## src/design/pcvs_pkg.sv

```systemverilog
// Shared types and codes for the partitioned clock victim selector.
package pcvs_pkg;

  typedef enum logic [1:0] {
    REQ_CLAIM   = 2'd0,
    REQ_ACQUIRE = 2'd1,
    REQ_RELEASE = 2'd2
  } req_e;

  typedef enum logic [1:0] {
    STAT_OK        = 2'd0,
    STAT_NO_VICTIM = 2'd1,
    STAT_PIN_SAT   = 2'd2,
    STAT_UNPINNED  = 2'd3
  } status_e;

  typedef enum logic [2:0] {
    S_CLEAR,
    S_IDLE,
    S_READ,
    S_EVAL,
    S_DONE
  } state_e;

  typedef struct packed {
    logic [1:0] req_type;
    logic [1:0] thread_sel;
    logic [9:0] target_entry;
  } in_item_t;

  typedef struct packed {
    status_e    status;
    logic [9:0] victim_index;
    logic       victim_was_occupied;
  } out_item_t;

  // Verdict of the entry evaluation unit for one examined entry.
  typedef struct packed {
    logic    take;
    logic    wr_en;
    logic    was_occ;
    status_e status;
  } eval_res_t;

endpackage

```

## src/design/pcvs_eval.sv

```systemverilog
// Entry evaluation unit: decides take/skip, the status and the updated entry word.
module pcvs_eval #(
  parameter int COUNT_BITS = 8
) (
  input  logic [1:0]              op_i,
  input  logic [COUNT_BITS+1:0]   word_i,
  output pcvs_pkg::eval_res_t     res_o,
  output logic [COUNT_BITS+1:0]   word_o
);

  // word layout: {occupied, read mark, pin count}
  logic [COUNT_BITS-1:0] pin;
  logic                  mark;
  logic                  occ;

  assign pin  = word_i[COUNT_BITS-1:0];
  assign mark = word_i[COUNT_BITS];
  assign occ  = word_i[COUNT_BITS+1];

  always_comb begin
    res_o.take    = 1'b0;
    res_o.wr_en   = 1'b0;
    res_o.was_occ = occ;
    res_o.status  = pcvs_pkg::STAT_OK;
    word_o        = word_i;
    unique case (op_i)
      pcvs_pkg::REQ_CLAIM: begin
        if (!occ || (pin == '0 && !mark)) begin
          res_o.take  = 1'b1;
          res_o.wr_en = 1'b1;
          word_o      = {1'b1, 1'b0, {COUNT_BITS{1'b0}}};
        end else if (pin == '0) begin
          // second chance: drop the mark and move on
          res_o.wr_en = 1'b1;
          word_o      = {occ, 1'b0, pin};
        end
      end
      pcvs_pkg::REQ_ACQUIRE: begin
        if (&pin) begin
          res_o.status = pcvs_pkg::STAT_PIN_SAT;
        end else begin
          res_o.wr_en = 1'b1;
          word_o      = {occ, 1'b1, COUNT_BITS'(pin + 1'b1)};
        end
      end
      pcvs_pkg::REQ_RELEASE: begin
        if (pin == '0) begin
          res_o.status = pcvs_pkg::STAT_UNPINNED;
        end else begin
          res_o.wr_en = 1'b1;
          word_o      = {occ, mark, COUNT_BITS'(pin - 1'b1)};
        end
      end
      default: ;
    endcase
  end

endmodule

```

## src/design/pcvs_seq.sv

```systemverilog
// Sequencer: clear sweep, clock hands, scan stepping and result register.
module pcvs_seq #(
  parameter int CACHE_ENTRIES = 1024,
  parameter int THREADS       = 4,
  parameter int COUNT_BITS    = 8
) (
  input  logic                             clk_i,
  input  logic                             rst_ni,
  input  logic                             in_valid_i,
  input  pcvs_pkg::in_item_t               in_i,
  output logic                             in_stall_o,
  output logic                             res_valid_o,
  input  logic                             res_ready_i,
  output pcvs_pkg::out_item_t              res_o,
  output logic                             rd_en_o,
  output logic [$clog2(CACHE_ENTRIES)-1:0] rd_addr_o,
  input  logic [COUNT_BITS+1:0]            rd_data_i,
  output logic                             wr_en_o,
  output logic [$clog2(CACHE_ENTRIES)-1:0] wr_addr_o,
  output logic [COUNT_BITS+1:0]            wr_data_o
);

  localparam int IW         = $clog2(CACHE_ENTRIES);
  localparam int PART       = CACHE_ENTRIES / THREADS;
  localparam int PART_SAFE  = (PART == 0) ? 1 : PART;
  localparam int SW         = $clog2(2 * PART_SAFE + 1);
  localparam int TW         = (THREADS > 1) ? $clog2(THREADS) : 1;
  localparam int STEPS_LAST = 2 * PART_SAFE - 1;

  pcvs_pkg::state_e    state_q, state_d;
  logic [IW-1:0]       clr_q;
  logic [IW-1:0]       hand_q [THREADS];
  logic [1:0]          op_q;
  logic [TW-1:0]       hsel_q, hsel_d;
  logic [IW-1:0]       cur_q, first_addr, next_addr;
  logic [IW-1:0]       base_q, base_d, last_q, last_d;
  logic [SW-1:0]       steps_q;
  pcvs_pkg::out_item_t res_q;

  logic                accept, tid_ok, tgt_ok, claim_ok, go_eval, steps_done, scan_end;
  pcvs_pkg::eval_res_t ev;
  logic [COUNT_BITS+1:0] ev_word;

  pcvs_eval #(
    .COUNT_BITS(COUNT_BITS)
  ) u_eval (
    .op_i  (op_q),
    .word_i(rd_data_i),
    .res_o (ev),
    .word_o(ev_word)
  );

  // request decode in the accept cycle
  assign accept   = in_valid_i && (state_q == pcvs_pkg::S_IDLE);
  assign tid_ok   = 32'(in_i.thread_sel) < THREADS;
  assign tgt_ok   = 32'(in_i.target_entry) < CACHE_ENTRIES;
  assign claim_ok = (in_i.req_type == pcvs_pkg::REQ_CLAIM) && tid_ok && (PART != 0);
  assign go_eval  = claim_ok || (tgt_ok && (in_i.req_type == pcvs_pkg::REQ_ACQUIRE ||
                                            in_i.req_type == pcvs_pkg::REQ_RELEASE));
  assign hsel_d   = tid_ok ? TW'(in_i.thread_sel) : '0;
  assign base_d   = IW'(32'(in_i.thread_sel) * PART);
  assign last_d   = IW'(base_d + IW'(PART_SAFE - 1));
  assign first_addr = claim_ok ? hand_q[hsel_d] : IW'(in_i.target_entry);

  assign next_addr  = (cur_q == last_q) ? base_q : IW'(cur_q + 1'b1);
  assign steps_done = steps_q == SW'(STEPS_LAST);
  assign scan_end   = (op_q != pcvs_pkg::REQ_CLAIM) || ev.take || steps_done;

  // next state
  always_comb begin
    state_d = state_q;
    unique case (state_q)
      pcvs_pkg::S_CLEAR: if (clr_q == IW'(CACHE_ENTRIES - 1)) state_d = pcvs_pkg::S_IDLE;
      pcvs_pkg::S_IDLE: begin
        if (accept) state_d = go_eval ? pcvs_pkg::S_EVAL : pcvs_pkg::S_DONE;
      end
      pcvs_pkg::S_READ: state_d = pcvs_pkg::S_EVAL;
      pcvs_pkg::S_EVAL: state_d = scan_end ? pcvs_pkg::S_DONE : pcvs_pkg::S_READ;
      pcvs_pkg::S_DONE: if (res_ready_i) state_d = pcvs_pkg::S_IDLE;
      default:          state_d = pcvs_pkg::S_IDLE;
    endcase
  end

  // outputs
  always_comb begin
    in_stall_o  = 1'b1;
    res_valid_o = 1'b0;
    rd_en_o     = 1'b0;
    rd_addr_o   = cur_q;
    wr_en_o     = 1'b0;
    wr_addr_o   = cur_q;
    wr_data_o   = ev_word;
    unique case (state_q)
      pcvs_pkg::S_CLEAR: begin
        wr_en_o   = 1'b1;
        wr_addr_o = clr_q;
        wr_data_o = '0;
      end
      pcvs_pkg::S_IDLE: begin
        in_stall_o = 1'b0;
        rd_en_o    = 1'b1;
        rd_addr_o  = first_addr;
      end
      pcvs_pkg::S_READ: rd_en_o = 1'b1;
      pcvs_pkg::S_EVAL: wr_en_o = ev.wr_en;
      pcvs_pkg::S_DONE: res_valid_o = 1'b1;
      default: ;
    endcase
  end

  always_ff @(posedge clk_i or negedge rst_ni) begin
    if (!rst_ni) begin
      state_q <= pcvs_pkg::S_CLEAR;
      clr_q   <= '0;
      for (int t = 0; t < THREADS; t++) begin
        hand_q[t] <= IW'(t * PART);
      end
    end else begin
      state_q <= state_d;
      if (state_q == pcvs_pkg::S_CLEAR) begin
        clr_q <= IW'(clr_q + 1'b1);
      end
      if (state_q == pcvs_pkg::S_EVAL && op_q == pcvs_pkg::REQ_CLAIM) begin
        hand_q[hsel_q] <= next_addr;
      end
    end
  end

  // working registers of the current item
  always_ff @(posedge clk_i) begin
    if (accept) begin
      op_q          <= in_i.req_type;
      hsel_q        <= hsel_d;
      cur_q         <= first_addr;
      base_q        <= base_d;
      last_q        <= last_d;
      steps_q       <= '0;
      res_q.status  <= (in_i.req_type == pcvs_pkg::REQ_CLAIM) ? pcvs_pkg::STAT_NO_VICTIM
                                                             : pcvs_pkg::STAT_OK;
      res_q.victim_index        <= '0;
      res_q.victim_was_occupied <= 1'b0;
    end else if (state_q == pcvs_pkg::S_EVAL) begin
      cur_q   <= next_addr;
      steps_q <= SW'(steps_q + 1'b1);
      if (op_q != pcvs_pkg::REQ_CLAIM) begin
        res_q.status <= ev.status;
      end else if (ev.take) begin
        res_q.status              <= pcvs_pkg::STAT_OK;
        res_q.victim_index        <= 10'(cur_q);
        res_q.victim_was_occupied <= ev.was_occ;
      end
    end
  end

  assign res_o = res_q;

endmodule

```

## config.mk

```make
export PLATFORM = sky130hd
export DESIGN_NAME = pcvs_seq
export DESIGN_NICKNAME = d
export VERILOG_FILES = /design/src/design/pcvs_pkg.sv /design/src/design/pcvs_eval.sv /design/src/design/pcvs_seq.sv
export SDC_FILE = /design/constraint.sdc
export NUM_CORES = 1
export LEC_CHECK = 0
export BUFFER_PORTS_ARGS = -buffer_cell sky130_fd_sc_hd__buf_4
export CAP_MARGIN = 5
export CORE_MARGIN = 10
export CORE_UTILIZATION = 25
export CTS_CLUSTER_DIAMETER = 100
export DETAILED_ROUTE_END_ITERATION = 6
export PLACE_DENSITY = 0.38
export SETUP_SLACK_MARGIN = 0.3
export SLEW_MARGIN = 20
export SYNTH_ARGS = -nofsm -noshare
export SYNTH_HDL_FRONTEND = slang
export SYNTH_SLANG_ARGS = --single-unit
```

## constraint.sdc

```tcl
create_clock -name clk_i -period 2.9 [get_ports clk_i]
set_input_delay 0.29 -clock clk_i [delete_from_list [all_inputs] [get_ports clk_i]]
set_output_delay 0.29 -clock clk_i [all_outputs]
set_load 0.05 [all_outputs]
```

After elaboration in Yosys (flattened, before gate mapping):

Cells that the tools add are included.
Widths: inputs -> output; s select.

* register bits after elaboration: 100
* word-level logic and storage cells: 107

* $lt $le $gt $ge: 3
* reduce and logical (&&, ||, !) cells: 23
* equality and inequality tests: 14
* add/subtract/negate cells: 6
* mux-type cells: 44
* bitwise logic cells: 3

Operators by type and width (count)
* $mux 10: 11
* $bwmux 40: 1
* $mux 13: 3
* $add 10x1->10 const B: 3
* $pmux 10 s3: 1
* $bmux 10 s2: 1
* $demux 10 s2: 1
* $mux 9: 2
* $mux 3: 5
* $pmux 3 s5: 1
* $mux 11: 1
* $add 10x8->10 const B: 1
* $eq 10x10->1: 1
* $eq 10x10->1 const B: 1
* $eq 10x9->1 const B: 1
* $mux 1: 10
* $add 8x1->8 const B: 1
* $logic_not 8->1: 1
* $mux 8: 1
* $reduce_and 8->1: 1
* $sub 8x1->8 const B: 1
* $eq 3x2->1 const B: 2
* $ge 3x3->1 const B: 2
* $mux 2: 3
* other kinds (21): 37

Logic depth before layout (Yosys ltp):

Gate-level depths: netlist of the first run.

* depth after elaboration: 9
* gate-level depth with buffers: 8
* gate-level depth less buffers: 6

Hierarchy:

Synthesis of the first run repeated with hierarchy kept, for this count alone.

* cells, all modules: 526
* area total of the unflattened synthesis: 5225.0 um^2

By module, submodules not included
* pcvs_seq: seq. area each 2232.1 um^2, cells an instance 424, area each 4561.9 um^2, times used 1
* pcvs_eval: seq. area each 0.0 um^2, cells an instance 102, area each 663.1 um^2, times used 1

Least setup slack after synthesis of the first run:

Ideal clock, no wire load.

* kind: input to output
* start point: input port rd_data_i[0]
* end point: output port wr_data_o[2]
* path slack: -0.170 ns
* stages: 6
* arrival: 2.780 ns
* buffers on the path: 0
* data required time: 2.610 ns
* cells stage by stage: inv_1 -> ha_1 -> or4b_4 -> o21ai_1 -> o31a_2 -> o41ai_1

* cells in the longest elaborated chain, start to end: 6

RTL lines
* from (decl): line pcvs_seq.sv:17 `input logic [COUNT_BITS+1:0] rd_data_i,`
* parallel branches: the longest is 4 deep, another holds $sub 8x1->8
* $pmux 10 s3 *: line pcvs_eval.sv:26 `unique case (op_i)`
* $mux 10 *: line pcvs_seq.sv:93 `unique case (state_q)`
* to (decl): line pcvs_seq.sv:20 `output logic [COUNT_BITS+1:0] wr_data_o`

Mark *: on every way between the ends.

Worst setup path after layout of the first run:

* start point: register state_q[1]
* end point: output port wr_data_o[5]

* cells in the longest elaborated chain, start to end: 2

RTL lines
* from (decl): line pcvs_seq.sv:30 `pcvs_pkg::state_e state_q, state_d;`
* from (signal assigned): line pcvs_seq.sv:113 `state_q <= pcvs_pkg::S_CLEAR;`
* from (signal assigned): line pcvs_seq.sv:119 `state_q <= state_d;`
* $logic_not 3->1: line pcvs_seq.sv:93
* $mux 10: line pcvs_seq.sv:93

Every way passes these cells.

==> reports/results.md, run 1 <==
| Quantity | This run |
| --- | --- |
| Run status | complete, but fails checks |
| Violated checks | hold timing |
| Most instantiated flip-flop cell in the synthesis netlist | sky130_fd_sc_hd__dfrtp_1 |
| Detail Route Antenna Nets | 0 |
| Final global-route overflow total | 0 |
| Area added between synthesis and finish | 21.8% |
| Tightest hold margin | -8.43 ps |
| Unrepaired setup endpoints after global routing | false |
| Crit path largest cell delay | 600 ps |
| Fin cells | 888 |
| Vias in the first global route | 4506 |
| Crit path max fanout | 12 |
| Avg Vias per Cell | 4.95 |
| Sequential share of the synthesized area | 42.8% |
| Die area | 27000 sq um |
| Reg-to-reg slack, setup | 720 ps |
| Area fraction of the dominant cell type after synthesis | 23.5% |
| Fmax achieved | 403 MHz |
| Hold violation count in the final report | 15 |
| Setup bufs post-CTS | 0 |
| Clk pin slew, worst setup/hold paths | 70 ps |
| All-layer global routing usage | 12.5% |
| Die Width | 164 um |
| DRC violations left | 0 |
| Total length of routed wires | 16800 um |
| Initial antenna violation count | 0 |
| Worst IR drop on VDD | 0.658 mV |
| Net total in the final layout | 650 |
| FFs w/ async S/R, synth | 58.9% |
| Post-synth EDFFs | 16 |
| CTS Sinks | 90 |
| Io pins | 75 |
| Final setup margin | 421 ps |
| Filler instances | 2143 |
| Top cells by area, synth | sky130_fd_sc_hd__dfrtp_1, sky130_fd_sc_hd__edfxtp_1, sky130_fd_sc_hd__dfxtp_1 |
| Die boundary height | 164 um |
| Root cell of the clock tree | sky130_fd_sc_hd__clkbuf_16 |
| Synthesis Warnings | 0 |
| Summed instance area of the synthesized netlist | 5210 sq um |
| Flip-flop and latch count after synthesis | 90 |
| Number of cells after detailed placement | 872 |
| Leakage | 2.63 nW |
| Largest clock skew in the final design | 10.9 ps |
| Number of distinct standard cells referenced by the synthesized netlist | 69 |
| Worst setup path category | reg2out |
| Effective utilization at floorplan | 25.6% |
| Clock Path Buffers | 2 |
| Number of design-rule violations left by the first detailed-router iteration | 248 |
| Core area | 20400 sq um |
| Proportion of layout cells with a drive suffix above 1 | 25.4% |
| Clock insertion delay at the later pin of the skew report | 350 ps |
| WL/cell | 18.9 um |
| TritonCTS clock tree | built |
| Final clock period utilization by the worst path | 85.5% |
| First-pass detailed-route iteration total | 6 |
| Nature of the critical path startpoint | register |
| Number of buffers added by the clock tree synthesis step | 9 |
| Number of vias in the routed layout | 4398 |
| Leading area contributor after synthesis | sky130_fd_sc_hd__dfrtp_1 |
| Worst slew margin relative to its limit | 43.6% |
| Max Cap Violations | 0 |
| Hold buffer count at CTS | 0 |
| Last weighted congestion value of the routability-driven placer | 0.843 |
| Worst EP required | 2610 ps |
| Row count | 52 |
| Power density of the placed cells | 1180 nW/um^2 |
| Final setup violation count | 0 |
| Pre-CTS setup slack | 386 ps |
| Data arrival time of the critical path | 2190 ps |
| Crit path capture type | output port |
| Kind of path behind the tightest hold check | in2async |
| Leading cell type by number of instances after synthesis | sky130_fd_sc_hd__nand2_1 |
| Net count after synthesis | 591 |
| Slew at the pin closest to its max-slew limit | 838 ps |
| Minimum clock period after layout | 2480 ps |
| Syn_area_per_cell | 9.41 sq um |
| Antenna diodes | 0 |
| Wire length of the first global-routing pass | 26300 um |
| Estimated wirelength of the detail-placed design | 12400 um |
| Maximum number of pins on one net before global-route repair | 54 |
| Series of cell instances along the critical path | or3_1 -> a221oi_1 -> o22ai_1 -> buf_4 |
| Max-slew violation count | 0 |
| Critical-path cell with the highest stage delay | sky130_fd_sc_hd__or3_1 |
| CTS HTree Levels | 3 |
| Post-synthesis instance total | 554 |
| Number of port buffers | 74 |
| Final TNS setup | 0 ps |
| Synth cell count leaders | sky130_fd_sc_hd__nand2_1, sky130_fd_sc_hd__dfrtp_1, sky130_fd_sc_hd__nor2_1 |
worst max-delay path, delay by kind of cell, from the launching register on:
| kind | cells | cell delay [ps] |
|---|---|---|
| buf+inv | 1 | 210 |
| compound gates | 2 | 490 |
| flops | 1 | 530 |
| simple gates | 1 | 600 |
cells by family after synthesis:
logic type,after synthesis,synth area share [%]
AO/OA/AOI/OAI,120,14.7
XOR/XNOR,24,4.03
adder cells (fa/ha/maj),9,2.16
buffers and inverters,58,4.80
flip-flops,90,42.8
multiplexers,46,11.6
AND/OR/NAND/NOR,207,19.8
cells in the final DEF, fill, tap and decap left out, types with 3 or more instances in the layout:
master / Yosys / layout
sky130_fd_sc_hd__ha_1: 9 / 7
sky130_fd_sc_hd__mux2i_1: 20 / 20
sky130_fd_sc_hd__inv_1: 15 / 15
sky130_fd_sc_hd__nand3_1: 25 / 25
sky130_fd_sc_hd__o211ai_1: 4 / 4
sky130_fd_sc_hd__dfstp_2: 4 / 4
sky130_fd_sc_hd__mux4_2: 10 / 10
sky130_fd_sc_hd__dfrtp_1: 49 / 49
sky130_fd_sc_hd__nor2_1: 49 / 49
sky130_fd_sc_hd__or3_1: 5 / 5
sky130_fd_sc_hd__nor3_1: 8 / 8
sky130_fd_sc_hd__nand2b_1: 3 / 3
sky130_fd_sc_hd__nand2_1: 68 / 68
sky130_fd_sc_hd__xor2_1: 7 / 7
sky130_fd_sc_hd__o21ai_0: 33 / 33
sky130_fd_sc_hd__a41oi_1: 3 / 3
sky130_fd_sc_hd__a32o_1: 3 / 3
sky130_fd_sc_hd__clkbuf_16: 0 / 9
sky130_fd_sc_hd__a21oi_1: 43 / 42
sky130_fd_sc_hd__nor2b_1: 3 / 3
sky130_fd_sc_hd__a21o_1: 4 / 4
sky130_fd_sc_hd__buf_4: 2 / 91
sky130_fd_sc_hd__dfxtp_1: 21 / 21
sky130_fd_sc_hd__a31oi_1: 3 / 3
sky130_fd_sc_hd__xnor2_1: 17 / 17
sky130_fd_sc_hd__nand4_1: 12 / 12
sky130_fd_sc_hd__mux2_2: 16 / 16
sky130_fd_sc_hd__nor4_1: 6 / 6
sky130_fd_sc_hd__o21a_1: 3 / 3
sky130_fd_sc_hd__and3_1: 6 / 6
sky130_fd_sc_hd__edfxtp_1: 16 / 16
where the power goes:
part	switching, W	internal (W)	leakage (nW)	total [W]
combinational	0.00274	0.00134	1.50	0.00408
sequential	0.000486	0.00183	1.00	0.00232
clock	0.000520	0.000610	0.134	0.00113
total	0.00374	0.00378	2.63	0.00752
final timing paths:
| check | start | to | depth (start not counted) |
|---|---|---|---|
| setup / recovery | state_q[1] | wr_data_o[5] | 4 |
| hold / removal | rst_ni | hand_q[37] | 1 |
| setup reg to reg | cur_q[2] | hand_q[29] | 4 |
| hold reg to reg | steps_q[1] | steps_q[1] | 2 |
| max in group asynchronous | rst_ni | state_q[2] | 1 |
| min in group clk_i | in_i[12] | op_q[0] | 1 |
final cells by class:
| type | instances | area (sq um) | area share (%) |
|---|---|---|---|
| inverter | 15 | 56.3 | 0.887 |
| multi-input combinational | 406 | 2760 | 43.5 |
| tap | 270 | 338 | 5.32 |
| clock inverter | 5 | 37.5 | 0.591 |
| sequential | 90 | 2230 | 35.2 |
| clock buffer | 11 | 243 | 3.82 |
| timing repair buffer | 91 | 683 | 10.8 |
through the flow:
stage	power (W)	instance area [sq um]	util (%)
after floorplan	0.00508	5220	-
after global placement	0.00644	6050	29.7
after detailed placement	0.00646	6050	29.7
after CTS	0.00762	6330	31.1
after global routing	0.00803	6350	31.2
final	0.00752	6350	31.2
repair_timing:
action	CTS	global route
hold endpoints to repair	0	0
resized for setup	0	6
endpoints found under the setup margin	0	8
state kept, by name, indices dropped and copies added (netlist names):
signal   flops
state_q      3
op_q         2
steps_q     10
res_o       13
hand_q      40
clr_q       10
cur_q       10
base_q       2
routing by layer:
metal,vias to the layer above,routed length [um],global-route usage [%]
li1,2112,-,-
met1,2143,7710,16.5
met2,124,7950,20.1
met3,19,861,2.27
met4,0,254,3.99
met5,-,0,0
(Power assumes the default switching activity.)
==> run 2, diff against run 1 <==
--- a/config.mk
+++ b/config.mk
@@ -9,9 +9,10 @@
 export CAP_MARGIN = 5
 export CORE_MARGIN = 10
 export CORE_UTILIZATION = 25
+export CTS_BUF_LIST = sky130_fd_sc_hd__clkbuf_8
 export CTS_CLUSTER_DIAMETER = 100
 export DETAILED_ROUTE_END_ITERATION = 6
-export PLACE_DENSITY = 0.38
+export PLACE_DENSITY_LB_ADDON = 0.2
 export SETUP_SLACK_MARGIN = 0.3
 export SLEW_MARGIN = 20
 export SYNTH_ARGS = -nofsm -noshare
==> constraint.sdc (replaced) <==
create_clock -name clk_i -period 1.99 [get_ports clk_i]
set_input_delay 0.199 -clock clk_i [delete_from_list [all_inputs] [get_ports clk_i]]
set_output_delay 0.199 -clock clk_i [all_outputs]
set_load 0.05 [all_outputs]
==> reports/results.md, run 2 (synthesized netlist as in run 1, its figures left out) <==
| Quantity | This run | Change |
| --- | --- | --- |
| Final clock period utilization by the worst path | 110% |  |
| Final setup margin | -204 ps | -625 ps |
| Nature of the critical path startpoint | register |  |
| Run status | complete, but fails checks |  |
| Die Width | 164 um | unchanged |
| WL/cell | 19.6 um | +3.8% |
| Die area | 27000 sq um | unchanged |
| Unrepaired setup endpoints after global routing | true |  |
| DRC violations left | 0 | unchanged |
| Max reg flops | 40 | unchanged |
| Total length of routed wires | 19700 um | +17% |
| Worst EP required | 1790 ps | -820 ps |
| Final global-route overflow total | 0 | unchanged |
| Clock insertion delay at the later pin of the skew report | 380 ps | +30 ps |
| Max-slew violation count | 0 | unchanged |
| Number of buffers added by the clock tree synthesis step | 9 | unchanged |
| First-pass detailed-route iteration total | 4 | -2 |
| Slew at the pin closest to its max-slew limit | 696 ps | -142 ps |
| Reg with most FFs | hand_q |  |
| Hold Path End | op_q[1] |  |
| Sum of met2 wire segment lengths after detailed routing | 9740 um | +22% |
| TritonCTS clock tree | built |  |
| Last weighted congestion value of the routability-driven placer | 0.939 | +11% |
| Violated checks | setup timing |  |
| Filler instances | 1861 | -13% |
| Hold-critical path depth | 1 |  |
| CTS Sinks | 90 | unchanged |
| Hold violation count in the final report | 0 | -15 |
| Critical path buffer and inverter count | 2 | +1 |
| Maximum number of pins on one net before global-route repair | 54 | unchanged |
| Design internal power | 0.00851 W | +130% |
| Number of vias in the routed layout | 5043 | +15% |
| Kind of path behind the tightest hold check | in2reg |  |
| Met1 wire length | 8580 um | +11% |
| Reg-to-reg startpoint | op_q[1] |  |
| Final TNS setup | -4240 ps | -4240 ps |
| Detail Route Antenna Nets | 0 | unchanged |
| Power density of the placed cells | 1700 nW/um^2 | +44% |
| Final setup violation count | 44 | +44 |
| Number of port buffers | 74 | unchanged |
| Estimated wirelength of the detail-placed design | 13200 um | +6.8% |
| Core area | 20400 sq um | unchanged |
| Net switching power | 0.00723 W | +93% |
| Initial antenna violation count | 0 | unchanged |
| Sequential group share of total power | 21.0% | -9.8 points |
| Number of design-rule violations left by the first detailed-router iteration | 286 | +15% |
| Most used cells in the layout excluding fill and tap cells | sky130_fd_sc_hd__buf_4, sky130_fd_sc_hd__buf_6, sky130_fd_sc_hd__dfrtp_1, sky130_fd_sc_hd__nor2_4, sky130_fd_sc_hd__nand2_1 |  |
| Clock Path Buffers | 2 | unchanged |
| Die boundary height | 164 um | unchanged |
| Worst setup path category | reg2out |  |
| Antenna diodes | 0 | unchanged |
| Wire length of the first global-routing pass | 29700 um | +13% |
| Proportion of layout cells with a drive suffix above 1 | 62.5% | +37 points |
| Uppermost metal layer occupied by signal nets | met4 |  |
| Row count | 52 | unchanged |
| Final core area utilization | 45.4% | +14 points |
| Io pins | 75 | unchanged |
| All-layer global routing usage | 14.0% | +1.5 points |
| Worst reg2reg path depth | 8 | +4 |
| Crit path max fanout | 3 | -9 |
| Crit path largest cell delay | 450 ps | -150 ps |
| Most common library cell in the layout ignoring fill and taps | sky130_fd_sc_hd__buf_4 |  |
| Net total in the final layout | 765 | +18% |
| Data arrival time of the critical path | 2000 ps | -190 ps |
| Max Cap Violations | 0 | unchanged |
| Leakage | 3.77 nW | +43% |
| Sum of met3 wire segment lengths after detailed routing | 882 um | +2.4% |
| Reg-to-reg slack, setup | -70 ps | -790 ps |
| Avg Vias per Cell | 5.03 | +1.5% |
| Clk pin slew, worst setup/hold paths | 90 ps | +20 ps |
| Series of cell instances along the critical path | inv_2 -> ha_4 -> nand2b_4 -> or4_4 -> a41oi_2 -> buf_6 |  |
| Critical-path cell with the highest stage delay | sky130_fd_sc_hd__edfxtp_1 |  |
| Worst slew margin relative to its limit | 53.6% | +10 points |
| Start point of the worst min-delay path | in_i[13] |  |
| Fmax achieved | 456 MHz |  |
| Worst IR drop on VDD | 1.33 mV | +100% |
| Largest clock skew in the final design | 16.2 ps | +5.32 ps |
| Dominant delay contributor by cell family on the critical path | simple AND/OR/NAND/NOR gates |  |
| Root cell of the clock tree | sky130_fd_sc_hd__clkbuf_8 |  |
| Fraction of power spent switching nets | 45.9% | -3.8 points |
| Tightest hold margin | 27.3 ps | +35.7 ps |
| Clock network fraction of total power | 9.5% | -5.5 points |
| Critical register-to-register path endpoint | hand_q[35] |  |
| Crit path capture type | output port |  |
| CTS HTree Levels | 3 | unchanged |
| Minimum clock period after layout | 2190 ps |  |
| Effective utilization at floorplan | 25.6% | unchanged |
| Vias in the first global route | 5130 | +14% |
| Overall Power | 0.0157 W | +110% |
| Combinational fraction of design power | 69.5% | +15 points |
| Area added between synthesis and finish | 77.5% |  |
run 2: cell type report:
cell class	count	area (sq um)	share of cell area, %
clock inverters	7	105	1.14
multi-input cells	406	4060	43.9
flip-flops and latches	90	2230	24.2
clock buffers	9	124	1.34
repair inverters	1	7.51	0.0812
well taps	270	338	3.65
repair buffers	205	2290	24.8
inverters	15	86.3	0.934
run 2: worst max-delay path by stage:
stage,start,endpoint,slack [ps],cells after the start
6_report,op_q[1],wr_data_o[6],-200,6
4_1_cts,op_q[1],wr_data_o[1],-210,7
5_1_grt,op_q[1],wr_data_o[6],-280,6
3_3_place_gp,rd_data_i[0],wr_data_o[6],-30,7
2_1_floorplan,op_q[0],wr_data_o[4],-80,5
3_5_place_dp,rd_data_i[0],wr_data_o[3],-30,8
run 2: power groups by stage:
stage	Clock, W	Combinational (W)	Sequential (W)
floorplan	0	0.00484	0.00329
global placement	0	0.00733	0.00318
detailed placement	0	0.00736	0.00322
CTS	0.00152	0.00982	0.00324
global route	0.00160	0.0115	0.00339
finish	0.00150	0.0109	0.00331
run 2: timing repair:
| action | 4_1_cts | 5_1_grt |
|---|---|---|
| resized for setup | 230 | 150 |
| hold buffers | 1 | 0 |
| setup buffers | 26 | 23 |
| pin swaps | 58 | 56 |
| hold endpoints to repair | 49 | 0 |
| setup endpoints to repair | 126 | 116 |
| gates cloned | 8 | 6 |
run 2: metal layers:
metal | vias up | global-route usage, %
li1 | 2363 | -
met1 | 2546 | 17.5
met2 | 105 | 23.4
met3 | 29 | 2.66
met4 | 0 | 5.19
met5 | - | 0
run 2: stage by stage:
step	setup slack, ps	std cells	cell area [sq um]
after floorplan	-76.9	554	5680
after global placement	-27.2	923	6860
after detailed placement	-32.8	923	6860
after CTS	-215	974	8320
after global routing	-276	1003	9250
final	-204	1003	9250
